<file path="src/rtl/pfc_pkg.sv">
// ----------------------------------------------------------------------------
// pfc_pkg
// Shared types, constants and sample expansion functions for the PCM frame
// to 24-bit stereo converter.
// ----------------------------------------------------------------------------
package pfc_pkg;

	localparam int RAW_W     = 32;
	localparam int SAMPLE_W  = 24;
	localparam int CFG_IDX_W = 2;
	localparam int CFG_DATA_W = 3;

	// Sample format codes
	localparam logic [2:0] FMT_U8   = 3'd0;
	localparam logic [2:0] FMT_S16  = 3'd1;
	localparam logic [2:0] FMT_S24  = 3'd2;
	localparam logic [2:0] FMT_S32  = 3'd3;
	localparam logic [2:0] FMT_ALAW = 3'd4;
	localparam logic [2:0] FMT_ULAW = 3'd5;

	// Configuration register indexes
	localparam logic [CFG_IDX_W-1:0] CFG_IDX_FORMAT = 2'd0;
	localparam logic [CFG_IDX_W-1:0] CFG_IDX_STEREO = 2'd1;

	localparam logic [2:0] FMT_RESET    = FMT_S16;
	localparam logic       STEREO_RESET = 1'b1;

	localparam logic [7:0] U8_OFFSET = 8'h80;

	typedef struct packed {
		logic [2:0] sample_format;
		logic       stereo_mode;
	} cfg_t;

	// G.711 A-law code to 16-bit linear
	function automatic logic [15:0] alaw_expand(input logic [7:0] code);
		logic [7:0]  a;
		logic [2:0]  seg;
		logic [15:0] mag;
		begin
			a   = code ^ 8'h55;
			seg = a[6:4];
			mag = {8'd0, a[3:0], 4'd0};
			if (seg == 3'd0) begin
				mag = mag + 16'h0008;
			end else begin
				mag = (mag + 16'h0108) << (seg - 3'd1);
			end
			alaw_expand = a[7] ? mag : (16'd0 - mag);
		end
	endfunction

	// G.711 mu-law code to 16-bit linear
	function automatic logic [15:0] ulaw_expand(input logic [7:0] code);
		logic [7:0]  u;
		logic [15:0] mag;
		begin
			u   = ~code;
			mag = ({9'd0, u[3:0], 3'd0} + 16'h0084) << u[6:4];
			ulaw_expand = u[7] ? (16'h0084 - mag) : (mag - 16'h0084);
		end
	endfunction

endpackage

</file>
<file path="src/rtl/pcm_frame_to_24bit_stereo.sv">
// ----------------------------------------------------------------------------
// pcm_frame_to_24bit_stereo
// Converts raw PCM frames to 24-bit signed stereo frames.
//
// Usage:
//   Input channel (in_valid/in_ready, left_raw, right_raw) takes one raw
//   frame per transaction; output channel (out_valid/out_ready, left_out,
//   right_out) gives one 24-bit stereo frame per transaction.
//   Frames pass through an input register and a result register with the
//   format conversion between them: out_valid rises once the result
//   register has taken the frame from the input register, and one frame
//   is accepted every cycle when the receiver keeps up. Frames with an
//   unused format code are dropped with no result.
//   Configuration is written through cfg_we/cfg_index/cfg_data while idle:
//   index 0 is the sample format, index 1 the stereo mode.
//   Reset clears both pipeline stages and sets signed 16-bit stereo.
//   When the receiver stalls the result register holds its frame, the input
//   register fills behind it, and in_ready then drops until out_ready
//   returns; no frame is lost or repeated.
// ----------------------------------------------------------------------------
module pcm_frame_to_24bit_stereo (
	input  logic                                  clk,
	input  logic                                  arst_n,
	input  logic                                  in_valid,
	output logic                                  in_ready,
	input  logic [pfc_pkg::RAW_W-1:0]             left_raw,
	input  logic [pfc_pkg::RAW_W-1:0]             right_raw,
	output logic                                  out_valid,
	input  logic                                  out_ready,
	output logic signed [pfc_pkg::SAMPLE_W-1:0]   left_out,
	output logic signed [pfc_pkg::SAMPLE_W-1:0]   right_out,
	input  logic                                  cfg_we,
	input  logic [pfc_pkg::CFG_IDX_W-1:0]         cfg_index,
	input  logic [pfc_pkg::CFG_DATA_W-1:0]        cfg_data
);
	import pfc_pkg::*;

	cfg_t                cfg;
	logic                valid_s1;
	logic [RAW_W-1:0]    left_raw_s1;
	logic [RAW_W-1:0]    right_raw_s1;
	logic                valid_s2;
	logic [SAMPLE_W-1:0] left_s2;
	logic [SAMPLE_W-1:0] right_s2;
	logic [SAMPLE_W-1:0] left_conv;
	logic [SAMPLE_W-1:0] right_conv;
	logic                s2_ready;
	logic                fmt_ok;

	pfc_cfg_regs u_cfg (
		.clk       (clk),
		.arst_n    (arst_n),
		.cfg_we    (cfg_we),
		.cfg_index (cfg_index),
		.cfg_data  (cfg_data),
		.cfg       (cfg)
	);

	pfc_conv u_conv_left (
		.sample_format (cfg.sample_format),
		.raw           (left_raw_s1),
		.sample        (left_conv)
	);

	pfc_conv u_conv_right (
		.sample_format (cfg.sample_format),
		.raw           (right_raw_s1),
		.sample        (right_conv)
	);

	// Stage handshakes: each stage advances when the next one can take it
	assign s2_ready = !valid_s2 || out_ready;
	assign in_ready = !valid_s1 || s2_ready;
	assign fmt_ok   = (cfg.sample_format <= FMT_ULAW);

	// Input register valid
	always_ff @(posedge clk or negedge arst_n) begin
		if (!arst_n) begin
			valid_s1 <= 1'b0;
		end else if (in_ready) begin
			valid_s1 <= in_valid;
		end
	end

	// Input register payload
	always_ff @(posedge clk) begin
		if (in_valid && in_ready) begin
			left_raw_s1  <= left_raw;
			right_raw_s1 <= right_raw;
		end
	end

	// Result register valid; drop frames with an unused format code
	always_ff @(posedge clk or negedge arst_n) begin
		if (!arst_n) begin
			valid_s2 <= 1'b0;
		end else if (s2_ready) begin
			valid_s2 <= valid_s1 && fmt_ok;
		end
	end

	// Result register payload; duplicate left in mono mode
	always_ff @(posedge clk) begin
		if (valid_s1 && s2_ready) begin
			left_s2  <= left_conv;
			right_s2 <= cfg.stereo_mode ? right_conv : left_conv;
		end
	end

	assign out_valid = valid_s2;
	assign left_out  = left_s2;
	assign right_out = right_s2;

endmodule

</file>
<file path="src/rtl/pfc_cfg_regs.sv">
// ----------------------------------------------------------------------------
// pfc_cfg_regs
// Configuration register file: sample format and stereo mode.
// ----------------------------------------------------------------------------
module pfc_cfg_regs (
	input  logic                           clk,
	input  logic                           arst_n,
	input  logic                           cfg_we,
	input  logic [pfc_pkg::CFG_IDX_W-1:0]  cfg_index,
	input  logic [pfc_pkg::CFG_DATA_W-1:0] cfg_data,
	output pfc_pkg::cfg_t                  cfg
);
	import pfc_pkg::*;

	logic [2:0] sample_format_q;
	logic       stereo_mode_q;

	// Update the addressed register; ignore unknown indexes
	always_ff @(posedge clk or negedge arst_n) begin
		if (!arst_n) begin
			sample_format_q <= FMT_RESET;
			stereo_mode_q   <= STEREO_RESET;
		end else if (cfg_we) begin
			case (cfg_index)
				CFG_IDX_FORMAT: sample_format_q <= cfg_data[2:0];
				CFG_IDX_STEREO: stereo_mode_q   <= cfg_data[0];
				default: ;
			endcase
		end
	end

	assign cfg.sample_format = sample_format_q;
	assign cfg.stereo_mode   = stereo_mode_q;

endmodule

</file>
<file path="src/rtl/pfc_conv.sv">
// ----------------------------------------------------------------------------
// pfc_conv
// Converts one raw sample word to a 24-bit signed sample.
// ----------------------------------------------------------------------------
module pfc_conv (
	input  logic [2:0]                    sample_format,
	input  logic [pfc_pkg::RAW_W-1:0]     raw,
	output logic [pfc_pkg::SAMPLE_W-1:0]  sample
);
	import pfc_pkg::*;

	// Select the conversion for the configured format
	always_comb begin
		case (sample_format)
			FMT_U8:   sample = {raw[7:0] ^ U8_OFFSET, 16'd0};
			FMT_S16:  sample = {raw[15:0], 8'd0};
			FMT_S24:  sample = raw[23:0];
			FMT_S32:  sample = raw[31:8];
			FMT_ALAW: sample = {alaw_expand(raw[7:0]), 8'd0};
			FMT_ULAW: sample = {ulaw_expand(raw[7:0]), 8'd0};
			default:  sample = '0;
		endcase
	end

endmodule
</file>
<file path="config.mk">
export PLATFORM = sky130hd
export DESIGN_NAME = pcm_frame_to_24bit_stereo
export DESIGN_NICKNAME = d
export VERILOG_FILES = /design/src/rtl/pfc_pkg.sv /design/src/rtl/pcm_frame_to_24bit_stereo.sv /design/src/rtl/pfc_cfg_regs.sv /design/src/rtl/pfc_conv.sv
export SDC_FILE = /design/constraint.sdc
export NUM_CORES = 1
export LEC_CHECK = 0
export BUFFER_PORTS_ARGS = -buffer_cell sky130_fd_sc_hd__buf_2
export CORE_UTILIZATION = 57
export CTS_BUF_LIST = sky130_fd_sc_hd__clkbuf_8
export CTS_CLUSTER_SIZE = 28
export DETAILED_ROUTE_END_ITERATION = 12
export GPL_TIMING_DRIVEN = 0
export PLACE_DENSITY = 0.8
export SLEW_MARGIN = 20
export SYNTH_ARGS = -nofsm -noshare
export SYNTH_HDL_FRONTEND = slang
export SYNTH_SLANG_ARGS = --single-unit
export TNS_END_PERCENT = 50
</file>
<file path="constraint.sdc">
create_clock -name clk -period 4.9 [get_ports clk]
set_input_delay 0.245 -clock clk [delete_from_list [all_inputs] [get_ports clk]]
set_output_delay 0.245 -clock clk [all_outputs]
set_load 0.01 [all_outputs]
</file>
==> Implementation_results.wiki, run 1 <==
{| class="wikitable"
! Metric !! Value
|-
| Status || complete, no violations
|-
| Combinational fraction of design power || 37.5%
|-
| Clock transition at the registers of the reported paths || 0.08 ns
|-
| Clock period minus worst slack || 4.40 ns
|-
| Initial DRC count || 1359
|-
| Via count of the first global-routing pass || 7865
|-
| Fraction of layout instances using a drive strength above 1 || 22.0%
|-
| Post-synth EDFFs || 112
|-
| # fillers || 1029
|-
| Routability cong. || 1.02
|-
| Final-layout setup total negative slack || 0 ns
|-
| Number of instances resized during post-cts repair || 0
|-
| Starting utilization of the core area || 59.4%
|-
| Dominant synthesized flop cell || edfxtp_1
|-
| Global-route wire length before repair || 44500 um
|-
| Routed WL || 29600 um
|-
| Grt ovf || 0
|-
| Switching share of power || 39.2%
|-
| Master cell of the clock root buffer || clkbuf_8
|-
| Number of remaining DRC errors || 0
|-
| Final Total Pwr || 3.49 mW
|-
| Yosys reg bits || 118
|-
| Longest Clk Path Bufs || 2
|-
| Headroom to the max-slew limit || 35.1%
|-
| Maximum Capacitance Violations || 0
|-
| Final ANT Viol Nets || 0
|-
| Vias per std cell || 6.90
|-
| Number of rows created at floorplan || 43
|-
| Clock power frac || 24.1%
|-
| Number of warnings issued by yosys || 0
|-
| Post-synthesis average cell area || 9.78 um2
|-
| TritonCTS buffer count || 17
|-
| Syn Inst Count || 856
|-
| XOR/XNOR share of the synthesized area || 3.44%
|-
| Antenna diodes || 0
|-
| Total cell area at the placement stage || 0.00926 mm2
|-
| Count of buffers inserted at the top-level ports || 123
|-
| Switching power || 1.37 mW
|-
| Hold Crit Class || input pin to flop
|-
| Most common cell after layout, fill and taps aside || buf_2
|-
| Largest clock skew in the final design || 0.0165 ns
|-
| Cell area after technology mapping || 0.00837 mm2
|-
| Pin count of the biggest net entering global routing || 36
|-
| Setup crit end kind || flop
|-
| Max FO, Critical Path || 10
|-
| Met3 usage || 10.9%
|-
| Combinational family with the most area after synthesis || compound AO/OA/AOI/OAI gates
|-
| Top-level port count || 124
|-
| Initial antenna violation count || 0
|-
| Number of iterations in the first detailed-routing pass || 8
|-
| Global-route usage over all layers || 40.3%
|-
| Share of async-settable or async-resettable flops after synthesis || 5.08%
|-
| Complex-gate fraction of the synthesized area || 26.1%
|-
| Power density of the placed cells || 339 mW/mm2
|-
| Vias after detailed routing || 8700
|-
| Endpoint required time on the critical path || 5.10 ns
|-
| Util after Layout || 73.1%
|-
| Count of H-tree levels built during CTS || 4
|-
| TritonCTS clock tree || yes
|-
| Met2 track demand over resource || 58.2%
|-
| Peak VDD IR || 0.266 mV
|-
| Final number of max-transition violations || 0
|-
| Number of nets in the layout || 1159
|-
| Core ar. || 0.0141 mm2
|-
| Total nets after synthesis || 948
|-
| Skew-Pair Late Insertion Delay || 0.47 ns
|-
| Adder and majority gate portion of the synthesized area || 2.69%
|-
| Kind of critical path || flop to flop
|-
| Worst EP arrival || 4.60 ns
|-
| Area grow syn2layout || 23.1%
|-
| Number of failing setup endpoints in the final timing report || 0
|-
| Mean routed wirelength per cell || 23.5 um
|-
| Layer carrying the most global-route usage || met2
|-
| Half-perimeter wire length after placement || 20100 um
|-
| Count of unique library cells instantiated by Yosys || 91
|-
| Number of hold-slack violations in the final timing report || 0
|-
| Most frequent cells in the layout || 148 x buf_2, 112 x edfxtp_1, 69 x nand2_1
|-
| Multiplexer area fraction after synthesis || 5.11%
|-
| Final instance area || 0.0103 mm2
|-
| Internal portion of total power || 2.12 mW
|-
| Smallest hold slack || 0.0547 ns
|-
| Pin slew with the least headroom to its limit || 0.966 ns
|-
| Ratio of final minimum period to clock period || 89.9%
|-
| Overall die height || 123 um
|-
| Sequential share of power || 38.4%
|-
| Setup repair after global routing missed its margin || false
|-
| Global-route met1 utilization || 56.6%
|-
| Post-CTS setup repair buffer count || 0
|-
| Clk sinks || 118
|-
| Kind of start point of the critical path || flop
|-
| Horiz. Die Dim || 123 um
|-
| Simple logic cell fraction of the synthesized area || 15.5%
|-
| Proportion of synthesized chip area in sequential cells || 42.0%
|-
| Leakage || 3.96 nW
|-
| Top achievable clock speed || 0.227 GHz
|-
| Area of the die || 0.0152 mm2
|}
==> area by class of cell <==
class                   instances  area, um2  area share [%]
clock inverters                15        123            1.19
well taps                     180        225            2.19
clock buffers                  17        234            2.27
inverters                      23       86.3           0.838
flip-flops and latches        118       3520            34.1
repair buffers                193       1340            13.0
multi-input cells             639       4430            43.1
plain buffers                  75        343            3.33
==> power by group through the flow <==
| stage | Combinational [mW] | Sequential (mW) | Clock (mW) |
|---|---|---|---|
| floorplan | 0.753 | 1.39 | 0 |
| global placement | 1.18 | 1.36 | 0 |
| detailed placement | 1.19 | 1.36 | 0 |
| CTS | 1.24 | 1.34 | 0.834 |
| global route | 1.38 | 1.35 | 0.886 |
| finish | 1.31 | 1.34 | 0.841 |
==> cells by family after synthesis <==
kind of cell               count (synthesis)
adders and majority gates                 18
xor gates and xnor gates                  32
and+or+nand+nor                          246
buffers and inverters                     99
DFF                                      118
muxes                                     38
AOI/OAI and AO/OA                        305
==> stage by stage <==
step                worst slack (ns)  std cells
floorplan                       1.47        856
global placement               0.387       1159
detailed placement             0.453       1161
CTS                            0.429       1261
global route                   0.204       1260
finish                         0.496       1260
==> per-layer routing <==
layer  wire (um)  up-vias
li1            -     3726
met1       11800     4051
met2       12600      785
met3        4030      138
met4        1290        0
met5           0        -
==> state kept, by name (all words and copies together) (netlist names) <==
signal,count
left_out,24
left_raw_s1,32
out_valid,1
right_out,24
right_raw_s1,32
u_cfg.sample_format_q,3
u_cfg.stereo_mode_q,1
valid_s1,1
==> cell usage after synthesis (4+ instances only) <==
master	n	area, um2
o221ai_1	10	87.6
xor2_1	12	105
a22oi_1	49	368
o31a_1	4	35.0
mux2_2	18	203
a21boi_0	5	37.5
a21oi_1	57	285
nor3_1	19	95.1
buf_2	25	125
nand3_1	11	55.1
mux2i_1	18	180
a31oi_1	7	43.8
nand2_1	69	259
a221o_1	4	40.0
nor2b_1	17	106
o22ai_1	11	68.8
o2bb2ai_1	18	158
o21a_1	5	37.5
buf_1	5	18.8
edfxtp_1	112	3360
o21ai_0	51	255
or2_2	5	31.3
a211oi_1	5	37.5
a221oi_1	9	78.8
a31o_2	4	35.0
o211ai_1	7	52.6
and3_1	6	37.5
nand4_1	5	31.3
or3_1	4	25.0
inv_1	21	78.8
ha_1	18	225
clkbuf_1	42	158
a22o_1	11	96.3
nor2_1	49	184
nand2b_1	13	81.3
dfrtp_1	4	100
xnor2_1	19	166
o211a_1	4	40.0
and2_1	12	75.1
nor3b_1	6	45.0
a21o_1	5	37.5
buf_6	4	45.0
==> timing repair <==
item / CTS / global route
hold endpoints to repair: 73 / 0
setup endpoints to repair: 0 / 1
hold buffers: 68 / 0
==> critical path, cell delays in order, from the launching register on <==
cell and delay, ns:
edfxtp_1 0.47, buf_6 0.17, clkbuf_1 0.49, inv_1 0.21, ha_1 0.23, clkbuf_1 0.19, and2_1 0.18, clkbuf_1 0.19
a21oi_1 0.27, ha_1 0.22, o221ai_1 0.25, o41ai_2 0.46, xnor2_1 0.17, o21ai_1 0.12, a311o_1 0.38, o2bb2ai_1 0.14
==> final timing paths <==
path,endpoint,slack [ns],cells past startpoint,startpoint
max reg2reg,right_out[19],0.50,15,left_raw_s1[5]
min in group asynchronous,out_valid,0.18,2,arst_n
min reg2reg,out_valid,0.60,1,valid_s1
max,right_out[19],0.50,15,left_raw_s1[5]
min,u_cfg.stereo_mode_q,0.05,2,cfg_data[0]
max in group asynchronous,u_cfg.stereo_mode_q,4.48,2,arst_n
No activity file was read; power rests on OpenSTA's default activity.
==> run 2, diff against run 1 <==
Settings changed: ABC_AREA set to 1.
==> Implementation_results.wiki, run 2 <==
{| class="wikitable"
! Metric !! Value
|-
| Status || complete, no violations
|-
| Largest stage delay on the critical path || 0.50 ns (about the same)
|-
| Final number of max-transition violations || 0 (unchanged)
|-
| Number of hold-slack violations in the final timing report || 0 (unchanged)
|-
| Endpoint of the worst hold path || u_cfg.sample_format_q[2]
|-
| Setup crit end kind || flop
|-
| Yosys top cell by area || edfxtp_1
|-
| Most common cell in the netlist || nand2_1
|-
| Crit path from || left_raw_s1[5]
|-
| Global-route wire length before repair || 42900 um (-3.6%)
|-
| Peak VDD IR || 0.345 mV (+30%)
|-
| Hold Crit Class || input pin to flop
|-
| Pin slew with the least headroom to its limit || 0.758 ns (-0.208 ns)
|-
| Total nets after synthesis || 1096 (+16%)
|-
| Proportion of synthesized chip area in sequential cells || 44.3% (+2.3 points)
|-
| Global-route usage over all layers || 40.0% (-0.25 points)
|-
| Endpoint required time on the critical path || 5.15 ns (+0.05 ns)
|-
| Master cell of the clock root buffer || clkbuf_8
|-
| Max FO, Critical Path || 13 (+3)
|-
| Via count of the first global-routing pass || 7891 (+0.33%)
|-
| Combinational fraction of design power || 34.1% (-3.4 points)
|-
| Switching power || 1.35 mW (-1.5%)
|-
| Vias after detailed routing || 8645 (-0.63%)
|-
| Area grow syn2layout || 24.4%
|-
| Ratio of final minimum period to clock period || 67.9% (-22 points)
|-
| Setup repair after global routing missed its margin || false
|-
| Longest Clk Path Bufs || 2 (unchanged)
|-
| Number of nets in the layout || 1306 (+13%)
|-
| Post-synthesis average cell area || 7.90 um2 (-19%)
|-
| Largest clock skew in the final design || 0.0237 ns (+0.00719 ns)
|-
| Initial antenna violation count || 1 (+1)
|-
| Top-level port count || 124 (unchanged)
|-
| Maximum Capacitance Violations || 0 (unchanged)
|-
| Final-layout setup total negative slack || 0 ns (unchanged)
|-
| Number of iterations in the first detailed-routing pass || 6 (-2)
|-
| Area of the die || 0.0144 mm2 (-5.1%)
|-
| R2r setup slk || 1.57 ns (+1.08 ns)
|-
| Count of buffers inserted at the top-level ports || 123 (unchanged)
|-
| Clk sinks || 118 (unchanged)
|-
| Switching share of power || 39.2% (about the same)
|-
| Headroom to the max-slew limit || 49.3% (+14 points)
|-
| End of the worst register-to-register path || right_out[13]
|-
| Count of unique library cells instantiated by Yosys || 47 (-48%)
|-
| Total cell area at the placement stage || 0.00883 mm2 (-4.7%)
|-
| Final Total Pwr || 3.44 mW (-1.5%)
|-
| Count of H-tree levels built during CTS || 4 (unchanged)
|-
| Starting utilization of the core area || 59.2% (-0.17 points)
|-
| Worst EP arrival || 3.58 ns (-1.02 ns)
|-
| Core ar. || 0.0134 mm2 (-4.9%)
|-
| Hold_sp || cfg_data[2]
|-
| Final instance area || 0.00987 mm2 (-4.2%)
|-
| Half-perimeter wire length after placement || 18600 um (-7.5%)
|-
| Most common cell after layout, fill and taps aside || nand2_1
|-
| Reg-to-Reg Start || left_raw_s1[5]
|-
| Most frequent cells in the layout || 300 x nand2_1, 140 x buf_2, 136 x nand3_1
|-
| Power density of the placed cells || 349 mW/mm2 (+2.8%)
|-
| Number of rows created at floorplan || 42 (-2.3%)
|-
| Ordered cell list for the critical path || inv_2 > buf_6 > ha_1 > inv_1 > nand2_1 > inv_1 > a21oi_1 > ha_1 > nor2_1 > o21ai_0 > a21oi_1 > a211oi_1 > nand2_1 > a21o_1
|-
| Proportion of netlist area held by the largest area contributor || 42.4% (+2.2 points)
|-
| TritonCTS buffer count || 17 (unchanged)
|-
| Hold Path Depth || 3 (+1)
|-
| Internal portion of total power || 2.09 mW (-1.5%)
|-
| R2R depth || 14 (-1)
|-
| Horiz. Die Dim || 120 um (-2.6%)
|-
| Leakage || 4.53 nW (+14%)
|-
| Number of remaining DRC errors || 0 (unchanged)
|-
| Clock power frac || 26.0% (+1.9 points)
|-
| Clock period minus worst slack || 3.33 ns (-1.08 ns)
|-
| Post-CTS setup repair buffer count || 0 (unchanged)
|-
| Antenna diodes || 0 (unchanged)
|-
| Share of async-settable or async-resettable flops after synthesis || 5.08% (unchanged)
|-
| Dominant synthesized flop cell || edfxtp_1
|-
| Vias per std cell || 6.16 (-11%)
|-
| Fraction of layout instances using a drive strength above 1 || 20.9% (-1.2 points)
|-
| Cell area after technology mapping || 0.00793 mm2 (-5.2%)
|-
| Sequential share of power || 39.9% (+1.5 points)
|-
| Top achievable clock speed || 0.301 GHz (+32%)
|-
| Kind of start point of the critical path || flop
|-
| Largest cells by area after synthesis || edfxtp_1 42%, nand2_1 14%, nand3_1 8.6%, inv_1 3.9%, o21ai_0 3.2%
|-
| Top flop regs || left_raw_s1: 32 flops, right_raw_s1: 32 flops
|-
| Post-synth EDFFs || 112 (unchanged)
|-
| Worst path slowest cell || edfxtp_1
|-
| Number of warnings issued by yosys || 0 (unchanged)
|-
| TritonCTS clock tree || yes
|-
| Worst path setup slack after routing || 1.57 ns (+1.08 ns)
|-
| Syn Inst Count || 1004 (+17%)
|-
| Yosys reg bits || 118 (unchanged)
|-
| Clock transition at the registers of the reported paths || 0.10 ns (+0.02 ns)
|-
| Pin count of the biggest net entering global routing || 65 (+81%)
|-
| Mean routed wirelength per cell || 20.1 um (-15%)
|-
| Routed WL || 28200 um (-4.8%)
|-
| Overall die height || 120 um (-2.6%)
|-
| Skew-Pair Late Insertion Delay || 0.48 ns (about the same)
|-
| Number of failing setup endpoints in the final timing report || 0 (unchanged)
|-
| Most used standard cells in the synthesized netlist || 300 x nand2_1, 136 x nand3_1, 112 x edfxtp_1, 82 x inv_1, 62 x nor2_1
|-
| Grt ovf || 0 (unchanged)
|-
| Initial DRC count || 1086 (-20%)
|-
| Final ANT Viol Nets || 0 (unchanged)
|-
| Routability cong. || 1.04 (+1.3%)
|-
| Placement Setup Slack || 1.71 ns (+1.26 ns)
|-
| Kind of critical path || flop to flop
|}
==> run 2: cell types whose count changed after synthesis, moves of 17 or more <==
cell / before / now
a21oi_1: 57 / 27
a22oi_1: 49 / 18
clkbuf_1: 42 / 13
inv_1: 21 / 82
mux2_2: 18 / 0
mux2i_1: 18 / 0
nand2_1: 69 / 300
nand2_2: 0 / 21
nand3_1: 11 / 136
nor2b_1: 17 / 0
o2bb2ai_1: 18 / 0
xnor2_1: 19 / 2
==> run 2: critical path, delay by kind of cell, from the launching register on <==
kind	cells	cell delay, ns
flops	1	0.50
compound gates	5	1.09
fa+ha+maj	2	0.63
simple gates	3	0.37
buf+inv	4	0.51
==> run 2: metal layers <==
metal / vias up / track usage (%) / share of wire (%)
met5: - / 0 / 0.046
met3: 120 / 10.3 / 14
met1: 3870 / 52.9 / 38
li1: 3881 / - / -
met4: 2 / 18.2 / 3.9
met2: 772 / 61.8 / 45
==> run 2: worst max-delay path by stage <==
stage                          endpoint  cells past startpoint  slack, ns
after CTS                 right_out[13]                     14       1.71
after floorplan             left_out[0]                      3       1.90
final                     right_out[13]                     14       1.57
after detailed placement  right_out[13]                     14       1.71
after global placement    right_out[18]                      3       0.96
after global routing      right_out[13]                     14       1.40
==> run 2: layout make-up <==
cell class | instances | area (um2)
Inverter | 95 | 360
Tap cell | 176 | 220
Clock inverter | 15 | 146
Buffer | 40 | 205
Multi-Input combinational cell | 751 | 3860
Fill cell | 1001 | 3530
Sequential cell | 118 | 3520
Clock buffer | 17 | 234
Timing Repair Buffer | 191 | 1320
==> run 2: through the flow <==
step / cells / hold slack, ns / util (%)
floorplan: 1004 / -0.0506 / -
global placement: 1303 / 0.0728 / 65.4
detailed placement: 1305 / 0.0730 / 65.9
CTS: 1403 / 0.0240 / 73.6
global route: 1403 / 0.0534 / 73.6
finish: 1403 / 0.0566 / 73.6
==> run 2: repair_timing <==
action | in CTS | in global routing
gates resized for setup | 0 | 0
endpoints found under the hold margin | 71 | 0
hold buffers | 66 | 0
==> run 2: kinds of logic after synthesis <==
kind of cell	Yosys count	share of synthesized area, %
xor gates and xnor gates	2	0.221
adders and majority gates	18	2.84
and+or+nand+nor	570	32.7
DFF	118	44.3
AOI/OAI and AO/OA	161	12.8
buffers and inverters	135	7.10
==> run 2: power by group through the flow <==
stage          Clock (mW)  Combinational [mW]  Sequential (mW)
6_report            0.896                1.17             1.37
3_3_place_gp            0                1.05             1.39
4_1_cts             0.878                1.12             1.36
2_1_floorplan           0               0.669             1.41
5_1_grt             0.926                1.27             1.38
3_5_place_dp            0                1.07             1.38
==> run 3, diff against run 2 <==
Clock period 4.9 ns to 3.25 ns, I/O delays scaled along.
==> Implementation_results.wiki, run 3 (same netlist as run 2, synthesis figures left out) <==
{| class="wikitable"
! Metric !! Value
|-
| Number of remaining DRC errors || 0 (unchanged)
|-
| Leakage || 4.57 nW (+0.95%)
|-
| Largest stage delay on the critical path || 0.45 ns (-0.05 ns)
|-
| Final Total Pwr || 5.20 mW (+51%)
|-
| Longest Clk Path Bufs || 2 (unchanged)
|-
| Status || complete, no violations
|-
| TritonCTS clock tree || yes
|-
| Setup repair after global routing missed its margin || false
|-
| Inst Count DP || 1305 (unchanged)
|-
| Final number of max-transition violations || 0 (unchanged)
|-
| Category of cells accounting for the largest share of critical-path delay || simple AND/OR/NAND/NOR gates
|-
| R2R depth || 17 (+3)
|-
| Area grow syn2layout || 25.7%
|-
| Number of iterations in the first detailed-routing pass || 6 (unchanged)
|-
| Ordered cell list for the critical path || inv_2 > buf_6 > ha_2 > inv_1 > nand2_1 > inv_1 > a21oi_2 > ha_1 > nand3_1 > nor2_2 > nand3_2 > nand2_1 > nand3_1 > a21oi_1 > nand2_1 > nand2_1 > nand2_1
|-
| Total cell area at the placement stage || 0.00883 mm2 (unchanged)
|-
| Final ANT Viol Nets || 0 (unchanged)
|-
| Master cell of the clock root buffer || clkbuf_8
|-
| Via count of the first global-routing pass || 7869 (-0.28%)
|-
| Clk sinks || 118 (unchanged)
|-
| Number of nets in the layout || 1315 (+0.69%)
|-
| Number of standard cells in the layout, taps in and fillers out || 1413 (+0.71%)
|-
| Largest clock skew in the final design || 0.0172 ns (-0.00654 ns)
|-
| Vias after detailed routing || 8537 (-1.2%)
|-
| Starting utilization of the core area || 59.2% (unchanged)
|-
| Crit path to || right_out[21]
|-
| Reg-to-Reg Start || left_raw_s1[5]
|-
| Kind of start point of the critical path || flop
|-
| Count of buffers inserted at the top-level ports || 123 (unchanged)
|-
| Clock transition at the registers of the reported paths || 0.08 ns (-0.02 ns)
|-
| Combined buffer and inverter count along the critical path || 4 (unchanged)
|-
| Peak VDD IR || 0.525 mV (+52%)
|-
| Headroom to the max-slew limit || 49.7% (+0.40 points)
|-
| Global-route wire length before repair || 42600 um (-0.56%)
|-
| Number of hold-slack violations in the final timing report || 0 (unchanged)
|-
| Top achievable clock speed || 0.332 GHz (+10%)
|-
| Initial DRC count || 1110 (+2.2%)
|-
| Ratio of final minimum period to clock period || 92.8% (+25 points)
|-
| Final instance area || 0.00997 mm2 (+1.0%)
|-
| Core ar. || 0.0134 mm2 (unchanged)
|-
| Hold Crit Class || input pin to async pin
|-
| Mean routed wirelength per cell || 19.8 um (-1.7%)
|-
| Fraction of layout instances using a drive strength above 1 || 21.3% (+0.41 points)
|-
| Count of H-tree levels built during CTS || 4 (unchanged)
|-
| Worst path slowest cell || edfxtp_1
|-
| Vias per std cell || 6.04 (-1.9%)
|-
| Skew-Pair Late Insertion Delay || 0.48 ns (about the same)
|-
| Pin slew with the least headroom to its limit || 0.752 ns (-0.00600 ns)
|-
| Worst EP arrival || 3.25 ns (-0.33 ns)
|-
| Clock period minus worst slack || 3.02 ns (-0.309 ns)
|-
| Half-perimeter wire length after placement || 18600 um (unchanged)
|-
| Global-route usage over all layers || 39.7% (-0.33 points)
|-
| Pin count of the biggest net entering global routing || 65 (unchanged)
|-
| Worst path most repeated cell || nand2_1
|-
| Number of failing setup endpoints in the final timing report || 0 (unchanged)
|-
| Endpoint required time on the critical path || 3.48 ns (-1.67 ns)
|-
| Routability cong. || 1.04 (unchanged)
|-
| Setup crit end kind || flop
|-
| Maximum Capacitance Violations || 0 (unchanged)
|-
| TritonCTS buffer count || 17 (unchanged)
|-
| Kind of critical path || flop to flop
|-
| Top-level port count || 124 (unchanged)
|-
| Area of the die || 0.0144 mm2 (unchanged)
|-
| Power density of the placed cells || 521 mW/mm2 (+49%)
|-
| Grt ovf || 0 (unchanged)
|-
| End of the worst register-to-register path || right_out[21]
|-
| Number of rows created at floorplan || 42 (unchanged)
|-
| Initial antenna violation count || 2 (+1)
|-
| Overall die height || 120 um (unchanged)
|-
| Max FO, Critical Path || 13 (unchanged)
|-
| Most frequent cells in the layout || 300 x nand2_1, 139 x buf_2, 136 x nand3_1
|-
| Top flop regs || left_raw_s1: 32 flops, right_raw_s1: 32 flops
|-
| Most common cell after layout, fill and taps aside || nand2_1
|-
| Depth of the critical timing path with buffers and inverters included || 17 (+3)
|-
| R2r setup slk || 0.23 ns (-1.34 ns)
|-
| Routed WL || 27900 um (-0.95%)
|-
| Crit path from || left_raw_s1[5]
|-
| Horiz. Die Dim || 120 um (unchanged)
|}
-- run 3: changes by cell type in the layout (fill, tap and decap cells not counted), sizes merged --
cell | before | now
buf | 152 | 155
clkbuf | 30 | 31
diode | 0 | 1
dlygate4sd3 | 66 | 71
-- run 3: cell type report --
| class | instances | area [um2] |
|---|---|---|
| buffer | 40 | 208 |
| timing repair buffer | 200 | 1400 |
| inverter | 95 | 360 |
| clock buffer | 17 | 234 |
| clock inverter | 15 | 146 |
| tap | 176 | 220 |
| fill | 969 | 3430 |
| antenna | 1 | 2.50 |
| multi-input combinational | 751 | 3880 |
| sequential | 118 | 3520 |
-- run 3: where the power goes --
group	internal (mW)	switching, mW	total (mW)	leakage [nW]
logic	0.595	1.19	1.78	3.22
registers	1.95	0.117	2.06	1.17
clock network	0.623	0.725	1.35	0.189
total	3.17	2.03	5.20	4.57
-- run 3: through the flow --
stage	util, %	setup WS, ns	TNS, ns	hold slack [ns]
4_1_cts	74.0	0.0594	0	0.0264
3_3_place_gp	65.4	-0.686	-32.69	-0.00967
3_5_place_dp	65.9	0.0622	0	-0.00949
6_report	74.4	0.234	0	0.0582
2_1_floorplan	-	0.248	0	-0.133
5_1_grt	74.4	0.0155	0	0.0844
-- run 3: worst min-delay path by stage --
stage,start,to,slack (ns),cells past startpoint
floorplan,arst_n,out_valid,-0.13,0
global placement,arst_n,valid_s1,-0.01,1
detailed placement,arst_n,out_valid,-0.009,1
CTS,arst_n,out_valid,0.03,2
global route,arst_n,out_valid,0.08,2
finish,arst_n,out_valid,0.06,2
-- run 3: per-layer routing --
| layer | global-route usage (%) | wire length (um) |
|---|---|---|
| met1 | 53.4 | 10700 |
| met2 | 61.2 | 12400 |
| met3 | 9.84 | 3760 |
| met4 | 16.3 | 1040 |
| met5 | 0 | 0 |
-- run 3: timing repair --
item / CTS / global route
hold buffers: 71 / 0
buffers inserted: 0 / 4
gates resized for setup: 0 / 5
endpoints found under the hold margin: 76 / 0
endpoints found under the setup margin: 0 / 10
